**src/sv/rpc_pkg.sv**
```systemverilog
// Shared types, opcode and register codes, and divide helpers for the
// RGBA pixel compositing unit. No dependencies.
package rpc_pkg;

  // Opcodes
  localparam logic [1:0] OP_BLEND = 2'd0;
  localparam logic [1:0] OP_TINT  = 2'd1;
  localparam logic [1:0] OP_CONST = 2'd2;
  localparam logic [1:0] OP_GREY  = 2'd3;

  // Configuration register indexes
  localparam int unsigned CfgIdxW = 3;
  localparam logic [CfgIdxW-1:0] CFG_TINT_RED   = 3'd0;
  localparam logic [CfgIdxW-1:0] CFG_TINT_GREEN = 3'd1;
  localparam logic [CfgIdxW-1:0] CFG_TINT_BLUE  = 3'd2;
  localparam logic [CfgIdxW-1:0] CFG_TINT_ALPHA = 3'd3;
  localparam logic [CfgIdxW-1:0] CFG_GREY_AMT   = 3'd4;

  localparam logic [7:0] FULL = 8'd255;

  // Lane 0 red, 1 green, 2 blue, 3 alpha
  typedef logic [3:0][7:0]  lanes8_t;
  typedef logic [3:0][15:0] lanes16_t;

  typedef struct packed {
    logic [7:0] tint_red;
    logic [7:0] tint_green;
    logic [7:0] tint_blue;
    logic [7:0] tint_alpha;
    logic [7:0] grey_amount;
  } cfg_t;

  typedef struct packed {
    logic [1:0] op;
    lanes8_t    dst;
    lanes8_t    src;
  } in_t;

  // Front end result: pixel plus effective alpha and grey level
  typedef struct packed {
    logic [1:0] op;
    lanes8_t    dst;
    lanes8_t    src;
    logic [7:0] eff_a;
    logic [7:0] grey;
  } mid_t;

  // Back end result: first term and product still to be scaled
  typedef struct packed {
    lanes8_t  q1;
    lanes16_t p3;
  } fin_t;

  // x / 255 by multiplying with 32897 / 2^23 (shift-add).
  // Exact for every x up to 65279; callers stay within 255*255.
  function automatic logic [7:0] div255(input logic [15:0] x);
    logic [31:0] acc;
    acc = {1'b0, x, 15'd0} + {9'd0, x, 7'd0} + {16'd0, x};
    return acc[30:23];
  endfunction

  // x / 3 by multiplying with 683 / 2^11, exact for x below 768
  function automatic logic [7:0] div3(input logic [9:0] x);
    logic [19:0] acc;
    acc = {1'b0, x, 9'd0} + {3'd0, x, 7'd0} + {5'd0, x, 5'd0}
        + {7'd0, x, 3'd0} + {9'd0, x, 1'b0} + {10'd0, x};
    return acc[18:11];
  endfunction

endpackage

```
**src/sv/rpc_front.sv**
```systemverilog
// Front end of the compositing pipeline: input register, effective alpha
// and grey sum, then their divides. Depends on rpc_pkg.
module rpc_front import rpc_pkg::*; (
  input  logic clk_i,
  input  logic rst_ni,
  input  cfg_t cfg_i,
  input  logic in_valid_i,
  output logic in_ready_o,
  input  in_t  in_data_i,
  output logic out_valid_o,
  input  logic out_ready_i,
  output mid_t out_data_o
);

  logic va_q, vb_q, vc_q;
  logic en_a, en_b, en_c;

  in_t         a_q;
  in_t         b_q;
  logic [15:0] pe_d, pe_q;
  logic [9:0]  gsum_d, gsum_q;
  mid_t        c_d, c_q;

  // Advance a stage when it is empty or its successor advances
  assign en_c = !vc_q || out_ready_i;
  assign en_b = !vb_q || en_c;
  assign en_a = !va_q || en_b;
  assign in_ready_o = en_a;

  always_ff @(posedge clk_i or negedge rst_ni) begin
    if (!rst_ni) begin
      va_q <= 1'b0;
      vb_q <= 1'b0;
      vc_q <= 1'b0;
    end else begin
      if (en_a) va_q <= in_valid_i;
      if (en_b) vb_q <= va_q;
      if (en_c) vc_q <= vb_q;
    end
  end

  // Source alpha times tint alpha, and the sum of the three colors
  always_comb begin
    pe_d   = 16'(a_q.src[3]) * 16'(cfg_i.tint_alpha);
    gsum_d = 10'(a_q.dst[0]) + 10'(a_q.dst[1]) + 10'(a_q.dst[2]);
  end

  // Scale both down
  always_comb begin
    c_d.op    = b_q.op;
    c_d.dst   = b_q.dst;
    c_d.src   = b_q.src;
    c_d.eff_a = div255(pe_q);
    c_d.grey  = div3(gsum_q);
  end

  always_ff @(posedge clk_i) begin
    if (en_a) a_q <= in_data_i;
    if (en_b) begin
      b_q    <= a_q;
      pe_q   <= pe_d;
      gsum_q <= gsum_d;
    end
    if (en_c) c_q <= c_d;
  end

  assign out_valid_o = vc_q;
  assign out_data_o  = c_q;

endmodule

```
**src/sv/rpc_blend.sv**
```systemverilog
// Blend core: per-lane products, their divides by 255, and the tint
// product for the tinted blend. Depends on rpc_pkg.
module rpc_blend import rpc_pkg::*; (
  input  logic clk_i,
  input  logic rst_ni,
  input  cfg_t cfg_i,
  input  logic in_valid_i,
  output logic in_ready_o,
  input  mid_t in_data_i,
  output logic out_valid_o,
  input  logic out_ready_i,
  output fin_t out_data_o
);

  logic vd_q, ve_q, vf_q;
  logic en_d, en_e, en_f;

  lanes16_t   p1_d, p1_q, p2_d, p2_q;
  logic [1:0] op_d_q, op_e_q;
  lanes8_t    q1_d, q1_q, q2_d, q2_q;
  fin_t       f_d, f_q;
  lanes8_t    tint;

  assign tint = {FULL, cfg_i.tint_blue, cfg_i.tint_green, cfg_i.tint_red};

  // Advance a stage when it is empty or its successor advances
  assign en_f = !vf_q || out_ready_i;
  assign en_e = !ve_q || en_f;
  assign en_d = !vd_q || en_e;
  assign in_ready_o = en_d;

  always_ff @(posedge clk_i or negedge rst_ni) begin
    if (!rst_ni) begin
      vd_q <= 1'b0;
      ve_q <= 1'b0;
      vf_q <= 1'b0;
    end else begin
      if (en_d) vd_q <= in_valid_i;
      if (en_e) ve_q <= vd_q;
      if (en_f) vf_q <= ve_q;
    end
  end

  // Pick the two product operand pairs of each lane by opcode
  always_comb begin
    logic [7:0] a1, b1, a2, b2;
    for (int l = 0; l < 4; l++) begin
      a1 = in_data_i.dst[l];
      b1 = FULL;
      a2 = 8'd0;
      b2 = 8'd0;
      case (in_data_i.op)
        OP_BLEND: begin
          b1 = FULL - in_data_i.src[3];
          a2 = in_data_i.src[l];
          b2 = in_data_i.src[3];
        end
        OP_TINT: begin
          if (l < 3) begin
            b1 = FULL - in_data_i.eff_a;
            a2 = in_data_i.src[l];
            b2 = in_data_i.eff_a;
          end else begin
            // output alpha is full
            a1 = FULL;
          end
        end
        OP_CONST: begin
          if (l < 3) begin
            b1 = FULL - cfg_i.tint_alpha;
            a2 = tint[l];
            b2 = cfg_i.tint_alpha;
          end
        end
        default: begin
          if (l < 3) begin
            b1 = FULL - cfg_i.grey_amount;
            a2 = in_data_i.grey;
            b2 = cfg_i.grey_amount;
          end
        end
      endcase
      p1_d[l] = 16'(a1) * 16'(b1);
      p2_d[l] = 16'(a2) * 16'(b2);
    end
  end

  // Divide by 255; greyscale sums its two products first
  always_comb begin
    logic [16:0] psum;
    for (int l = 0; l < 4; l++) begin
      psum = 17'(p1_q[l]) + 17'(p2_q[l]);
      if (op_d_q == OP_GREY) begin
        q1_d[l] = div255(psum[15:0]);
        q2_d[l] = 8'd0;
      end else begin
        q1_d[l] = div255(p1_q[l]);
        q2_d[l] = div255(p2_q[l]);
      end
    end
  end

  // Scale the color term by the tint, or by full weight to keep it
  always_comb begin
    logic [7:0] k;
    f_d.q1 = q1_q;
    for (int l = 0; l < 4; l++) begin
      k = (op_e_q == OP_TINT) ? tint[l] : FULL;
      f_d.p3[l] = 16'(q2_q[l]) * 16'(k);
    end
  end

  always_ff @(posedge clk_i) begin
    if (en_d) begin
      p1_q   <= p1_d;
      p2_q   <= p2_d;
      op_d_q <= in_data_i.op;
    end
    if (en_e) begin
      q1_q   <= q1_d;
      q2_q   <= q2_d;
      op_e_q <= op_d_q;
    end
    if (en_f) f_q <= f_d;
  end

  assign out_valid_o = vf_q;
  assign out_data_o  = f_q;

  // A stalled result holds its place and value
  a_hold: assert property (@(posedge clk_i) disable iff (!rst_ni)
    (vf_q && !out_ready_i) |=> (vf_q && $stable(f_q)))
    else $error("blend result changed while stalled");

  // Greyscale leaves no second term to scale
  a_grey: assert property (@(posedge clk_i) disable iff (!rst_ni)
    (vd_q && en_e && op_d_q == OP_GREY) |=> (q2_q == '0))
    else $error("greyscale second term not zero");

endmodule

```
**src/sv/rpc_out.sv**
```systemverilog
// Output stage: final divide and add, and the result register toward the
// master side. Depends on rpc_pkg.
module rpc_out import rpc_pkg::*; (
  input  logic    clk_i,
  input  logic    rst_ni,
  input  logic    in_valid_i,
  output logic    in_ready_o,
  input  fin_t    in_data_i,
  output logic    out_valid_o,
  input  logic    out_ready_i,
  output lanes8_t out_data_o
);

  logic    v_q;
  logic    en;
  lanes8_t res_d, res_q;

  assign en = !v_q || out_ready_i;
  assign in_ready_o = en;

  // Sums stay within 255, so drop the carry
  always_comb begin
    logic [8:0] sum;
    for (int l = 0; l < 4; l++) begin
      sum = 9'(in_data_i.q1[l]) + 9'(div255(in_data_i.p3[l]));
      res_d[l] = sum[7:0];
    end
  end

  always_ff @(posedge clk_i or negedge rst_ni) begin
    if (!rst_ni) begin
      v_q <= 1'b0;
    end else if (en) begin
      v_q <= in_valid_i;
    end
  end

  always_ff @(posedge clk_i) begin
    if (en) res_q <= res_d;
  end

  assign out_valid_o = v_q;
  assign out_data_o  = res_q;

endmodule

```
**src/sv/rgba_pixel_composite_unit.sv**
```systemverilog
// Top level of the RGBA pixel compositing unit: configuration registers and
// the front, blend and output pipeline parts. Depends on rpc_pkg.
//
// The unit takes one pixel transfer per clock, unless backpressure has filled
// every stage, and returns one result pixel per input, in order. Seven
// register stages (input, alpha product, divides, lane products, divides,
// tint product, result) lie between input and output; the multiplies and
// the divides by 255 and by 3 sit in them, the divides done as constant
// shift-adds. Backpressure on the master side stalls the stages in turn and
// fills bubbles first, so an input keeps being taken while free stages
// remain. Write the configuration registers only while no pixel is in
// flight; writes to indexes past the grey amount are ignored.
module rgba_pixel_composite_unit import rpc_pkg::*; (
  input  logic               clk_i,
  input  logic               rst_ni,
  // Configuration writes
  input  logic               cfg_we_i,
  input  logic [CfgIdxW-1:0] cfg_idx_i,
  input  logic [7:0]         cfg_wdata_i,
  // Pixel input
  input  logic               s_axis_tvalid,
  output logic               s_axis_tready,
  // dst_red, dst_green, dst_blue, dst_alpha, src_red, src_green, src_blue,
  // src_alpha
  input  logic [63:0]        s_axis_tdata,
  // opcode
  input  logic [1:0]         s_axis_tuser,
  // Pixel result
  output logic               m_axis_tvalid,
  input  logic               m_axis_tready,
  // out_red, out_green, out_blue, out_alpha
  output logic [31:0]        m_axis_tdata
);

  cfg_t    cfg_d, cfg_q;
  in_t     in_item;
  mid_t    mid_data;
  fin_t    fin_data;
  lanes8_t res;
  logic    mid_valid, mid_ready, fin_valid, fin_ready;

  // Register writes
  always_comb begin
    cfg_d = cfg_q;
    if (cfg_we_i) begin
      unique case (cfg_idx_i)
        CFG_TINT_RED:   cfg_d.tint_red    = cfg_wdata_i;
        CFG_TINT_GREEN: cfg_d.tint_green  = cfg_wdata_i;
        CFG_TINT_BLUE:  cfg_d.tint_blue   = cfg_wdata_i;
        CFG_TINT_ALPHA: cfg_d.tint_alpha  = cfg_wdata_i;
        CFG_GREY_AMT:   cfg_d.grey_amount = cfg_wdata_i;
        default: ;
      endcase
    end
  end

  always_ff @(posedge clk_i or negedge rst_ni) begin
    if (!rst_ni) begin
      cfg_q <= '{tint_red: FULL, tint_green: FULL, tint_blue: FULL,
                 tint_alpha: FULL, grey_amount: FULL};
    end else begin
      cfg_q <= cfg_d;
    end
  end

  // Unpack the input transfer
  assign in_item.op  = s_axis_tuser;
  assign in_item.dst = s_axis_tdata[31:0];
  assign in_item.src = s_axis_tdata[63:32];

  rpc_front u_front (
    .clk_i       (clk_i),
    .rst_ni      (rst_ni),
    .cfg_i       (cfg_q),
    .in_valid_i  (s_axis_tvalid),
    .in_ready_o  (s_axis_tready),
    .in_data_i   (in_item),
    .out_valid_o (mid_valid),
    .out_ready_i (mid_ready),
    .out_data_o  (mid_data)
  );

  rpc_blend u_blend (
    .clk_i       (clk_i),
    .rst_ni      (rst_ni),
    .cfg_i       (cfg_q),
    .in_valid_i  (mid_valid),
    .in_ready_o  (mid_ready),
    .in_data_i   (mid_data),
    .out_valid_o (fin_valid),
    .out_ready_i (fin_ready),
    .out_data_o  (fin_data)
  );

  rpc_out u_out (
    .clk_i       (clk_i),
    .rst_ni      (rst_ni),
    .in_valid_i  (fin_valid),
    .in_ready_o  (fin_ready),
    .in_data_i   (fin_data),
    .out_valid_o (m_axis_tvalid),
    .out_ready_i (m_axis_tready),
    .out_data_o  (res)
  );

  assign m_axis_tdata = res;

  // An open output lets every stage advance, so the input is ready
  a_ready: assert property (@(posedge clk_i) disable iff (!rst_ni)
    m_axis_tready |-> s_axis_tready)
    else $error("input stalled while output ready");

  // A cycle in reset leaves no result offered at the next edge
  a_reset: assert property (@(posedge clk_i)
    !rst_ni |=> !m_axis_tvalid)
    else $error("result valid during reset");

endmodule
```
**config.mk**
```make
export PLATFORM = sky130hd
export DESIGN_NAME = rgba_pixel_composite_unit
export DESIGN_NICKNAME = d
export VERILOG_FILES = /design/src/sv/rpc_pkg.sv /design/src/sv/rpc_front.sv /design/src/sv/rpc_blend.sv /design/src/sv/rpc_out.sv /design/src/sv/rgba_pixel_composite_unit.sv
export SDC_FILE = /design/constraint.sdc
export NUM_CORES = 2
export LEC_CHECK = 0
export ABC_CLOCK_PERIOD_IN_PS = 7650
export BUFFER_PORTS_ARGS = -buffer_cell sky130_fd_sc_hd__buf_2
export CORE_MARGIN = 10
export CORE_UTILIZATION = 30
export CTS_CLUSTER_DIAMETER = 40
export DETAILED_ROUTE_END_ITERATION = 10
export SLEW_MARGIN = 10
export SYNTH_ARGS = -nofsm -noshare
export SYNTH_HDL_FRONTEND = slang
export SYNTH_SLANG_ARGS = --single-unit
```
**constraint.sdc**
```tcl
create_clock -name clk_i -period 7.65 [get_ports clk_i]
set_input_delay 0.3825 -clock clk_i [delete_from_list [all_inputs] [get_ports clk_i]]
set_output_delay 0.3825 -clock clk_i [all_outputs]
set_load 0.1 [all_outputs]
```
==> run metrics <==
Reg area=between 0.015 and 0.02 sq mm; Worst Hold Class=in -> reg; Starting Density=between 30% and 40%; CP arrival=6.74 ns; Least-Margin Pin Slew=1.11 ns; WP buf/inv=5; top post-synthesis cells by count=1088 x ha_1, 739 x inv_1, 563 x edfxtp_1, 498 x fa_1, 463 x nor2_1; crit-path cells=buf_4, mux2i_1, nand2_1, o21ai_2, buf_4, nand2_1, fa_1, fa_1, inv_1, fa_1, inv_1, fa_1, inv_1, ha_1, a21boi_0, o21ai_0, a21boi_0, o21ai_0, a21oi_1, o41ai_1, xnor2_1; largest area contributor in the netlist=edfxtp_1; synth-to-layout area growth=13.2%; DP Wirelength=about 120000 microns; Hold Slack=around 0.1 ns; CTS Sinks=610; first-pass GRT wire length=~230000 microns; status=complete, no violations; Final #Nets=around 7.7k; via count=41.8k; r2r setup slk=around 1.4 ns; post-cts gate resize count=0; Vias/cell=approximately 4.8; Core Util, Final=34.1%; Mapped Area=approximately 0.062 sq mm; Hold Path Stages=2; count leader, synth=ha_1; Worst Path Max Fanout=30; final setup violation count=0; flops & latches, synth=between 600 and 700; EDFF count, synth=~560; DR pass1 iterations=5; dpl cells=about 8.5k; hold_sp=cfg_wdata_i[4]; Num CTS Buffers=99; routed wire length=about 140000 microns; prevailing post-synth register cell=edfxtp_1; Async SR Flop Fraction=under 10%; Final Slew Violations=0; delay-heaviest family, CP=adder cells; Synth Net Count=7467; Final Critical Period=approximately 6.3 ns; CP Capture Type=register; post-synth cell types=84; final worst-path cycle share=82.0%; Worst path most repeated cell=fa_1; Total Neg Setup Slack=0 ns; hold_buf cts=68; Multi-input gate area=between 0.04 and 0.05 sq mm; initial antenna violation count=14; layout cells sized above 1=around 7.9%; Die W=around 470 microns; Max clock buf depth=3; global placer's final weighted congestion=slightly below 0.9; Max Clk Rate=between 0.15 and 0.2 GHz; syn avg cell area=roughly 11 sq um; yosys warns=0; Post-CTS Setup Inserts=0; MaxCap Viol Count=0; FP Rows=166; Worst-Skew Late Latency=about 0.73 ns; DR iter-0 viols=between 2k and 2.5k; RSZ-0062 raised after global routing=no; sequential fraction of the synthesis area=between 20% and 30%; path type of the worst setup path=reg -> reg; DRC viols=0; WL/cell=roughly 16 microns; fin cells=approximately 8.8k; Setup Skew=~0.048 ns; Total GRT Usage=12.9%; largest net degree at the start of global routing=a little under 70; vias in the first global route=between 40k and 50k; Die H=474 microns; RR Endpoint=u_blend.p1_q[15]; ANT nets after route=0; Worst R2R Start=u_front.out_data_o[80]; CTS tree=done; PortBufs=approximately 120; slew margin rel.=approximately a quarter; top cells by area, synth=edfxtp_1 27%, ha_1 22%, fa_1 16%, inv_1 4.5%, xnor2_1 3.6%; Worst R2R Path Depth=21; Syn Inst Count=approximately 5.8k; GRT overflow=0; required time of the critical path=between 8 and 9 ns; CTS H-Tree Depth=3; Top Ports=approximately 120; clk slew on worst S/H paths=about 0.06 ns; root buffer cell=clkbuf_16; Yosys top cell area share=between 20 and 30%; CP peak stage delay=between 0.5 and 0.6 ns; Worst Setup Start Kind=register; Core ar.=0.205 sq mm; Hold Vio Cnt, Final=0; die area=between 0.2 and 0.25 sq mm; Fill cells=20.4k; Worst Hold Path EP=cfg_q[28]; CP max stage cell=edfxtp_1
cell usage in the layout, fill, tap and decap left out, types with 105 or more instances in the layout:
cell type	netlist	routed
a21oi_1	193	193
and2_1	230	229
buf_2	3	115
clkbuf_16	0	105
edfxtp_1	563	563
fa_1	498	498
ha_1	1088	1088
inv_1	739	737
nand2_1	308	306
nor2_1	463	463
nor2b_1	121	121
o21ai_0	202	197
xnor2_1	257	257
metal layers:
layer  track usage [%]  up-vias  wire, microns
met4              3.88        0           3900
met5                 0        -              0
li1                  -    20425              -
met3              1.80      219           5810
met2              21.6      747          67600
met1              17.2    20380          67300
flip-flops by register name, indices dropped and copies added, names as in the netlist, 16 cells and up:
register,count
u_front.pe_q,16
u_front.b_q,66
u_blend.p2_q,63
u_front.out_data_o,82
u_blend.p1_q,64
u_blend.out_data_o,96
u_blend.f_d,32
cfg_q,40
u_out.out_data_o,32
u_blend.q2_q,32
u_front.a_q,66
final cells by class:
cell class | count | share of cell area (%)
antenna | 5 | 0.0179
clock buffer | 114 | 3.82
sequential | 610 | 26.0
clock inverter | 71 | 1.19
tap | 2688 | 4.81
inverter | 741 | 3.99
timing repair buffer | 217 | 2.20
multi-input combinational | 4346 | 58.0
cell families after synthesis:
kind of cell	share of synthesized area, %
fa+ha+maj	38.2
buf+inv	5.13
simple gates	11.6
compound gates	9.01
xor+xnor	4.98
mux	1.68
flops	29.4
stage by stage:
step / area, sq um / setup WS, ns
2_1_floorplan: 61700 / 0.785
3_3_place_gp: 65700 / 1.51
3_5_place_dp: 65700 / 1.41
4_1_cts: 69800 / 1.35
5_1_grt: 69800 / 0.901
6_report: 69800 / 1.38
worst max-delay path by stage:
stage                      startpoint  slack [ns]                to  cells past startpoint
6_report       u_front.out_data_o[80]        1.38  u_blend.p1_q[15]                     21
4_1_cts        u_front.out_data_o[80]        1.35  u_blend.p1_q[15]                     21
3_3_place_gp   u_front.out_data_o[80]        1.51  u_blend.p1_q[31]                     21
5_1_grt        u_front.out_data_o[80]        0.90  u_blend.p1_q[31]                     21
2_1_floorplan       u_out.out_valid_o        0.78    u_front.a_q[0]                      4
3_5_place_dp   u_front.out_data_o[80]        1.41  u_blend.p1_q[15]                     21
Power is left out: the tool's default activity adds up to more than one toggle a clock period on the data nets, which glitch-free logic cannot reach.
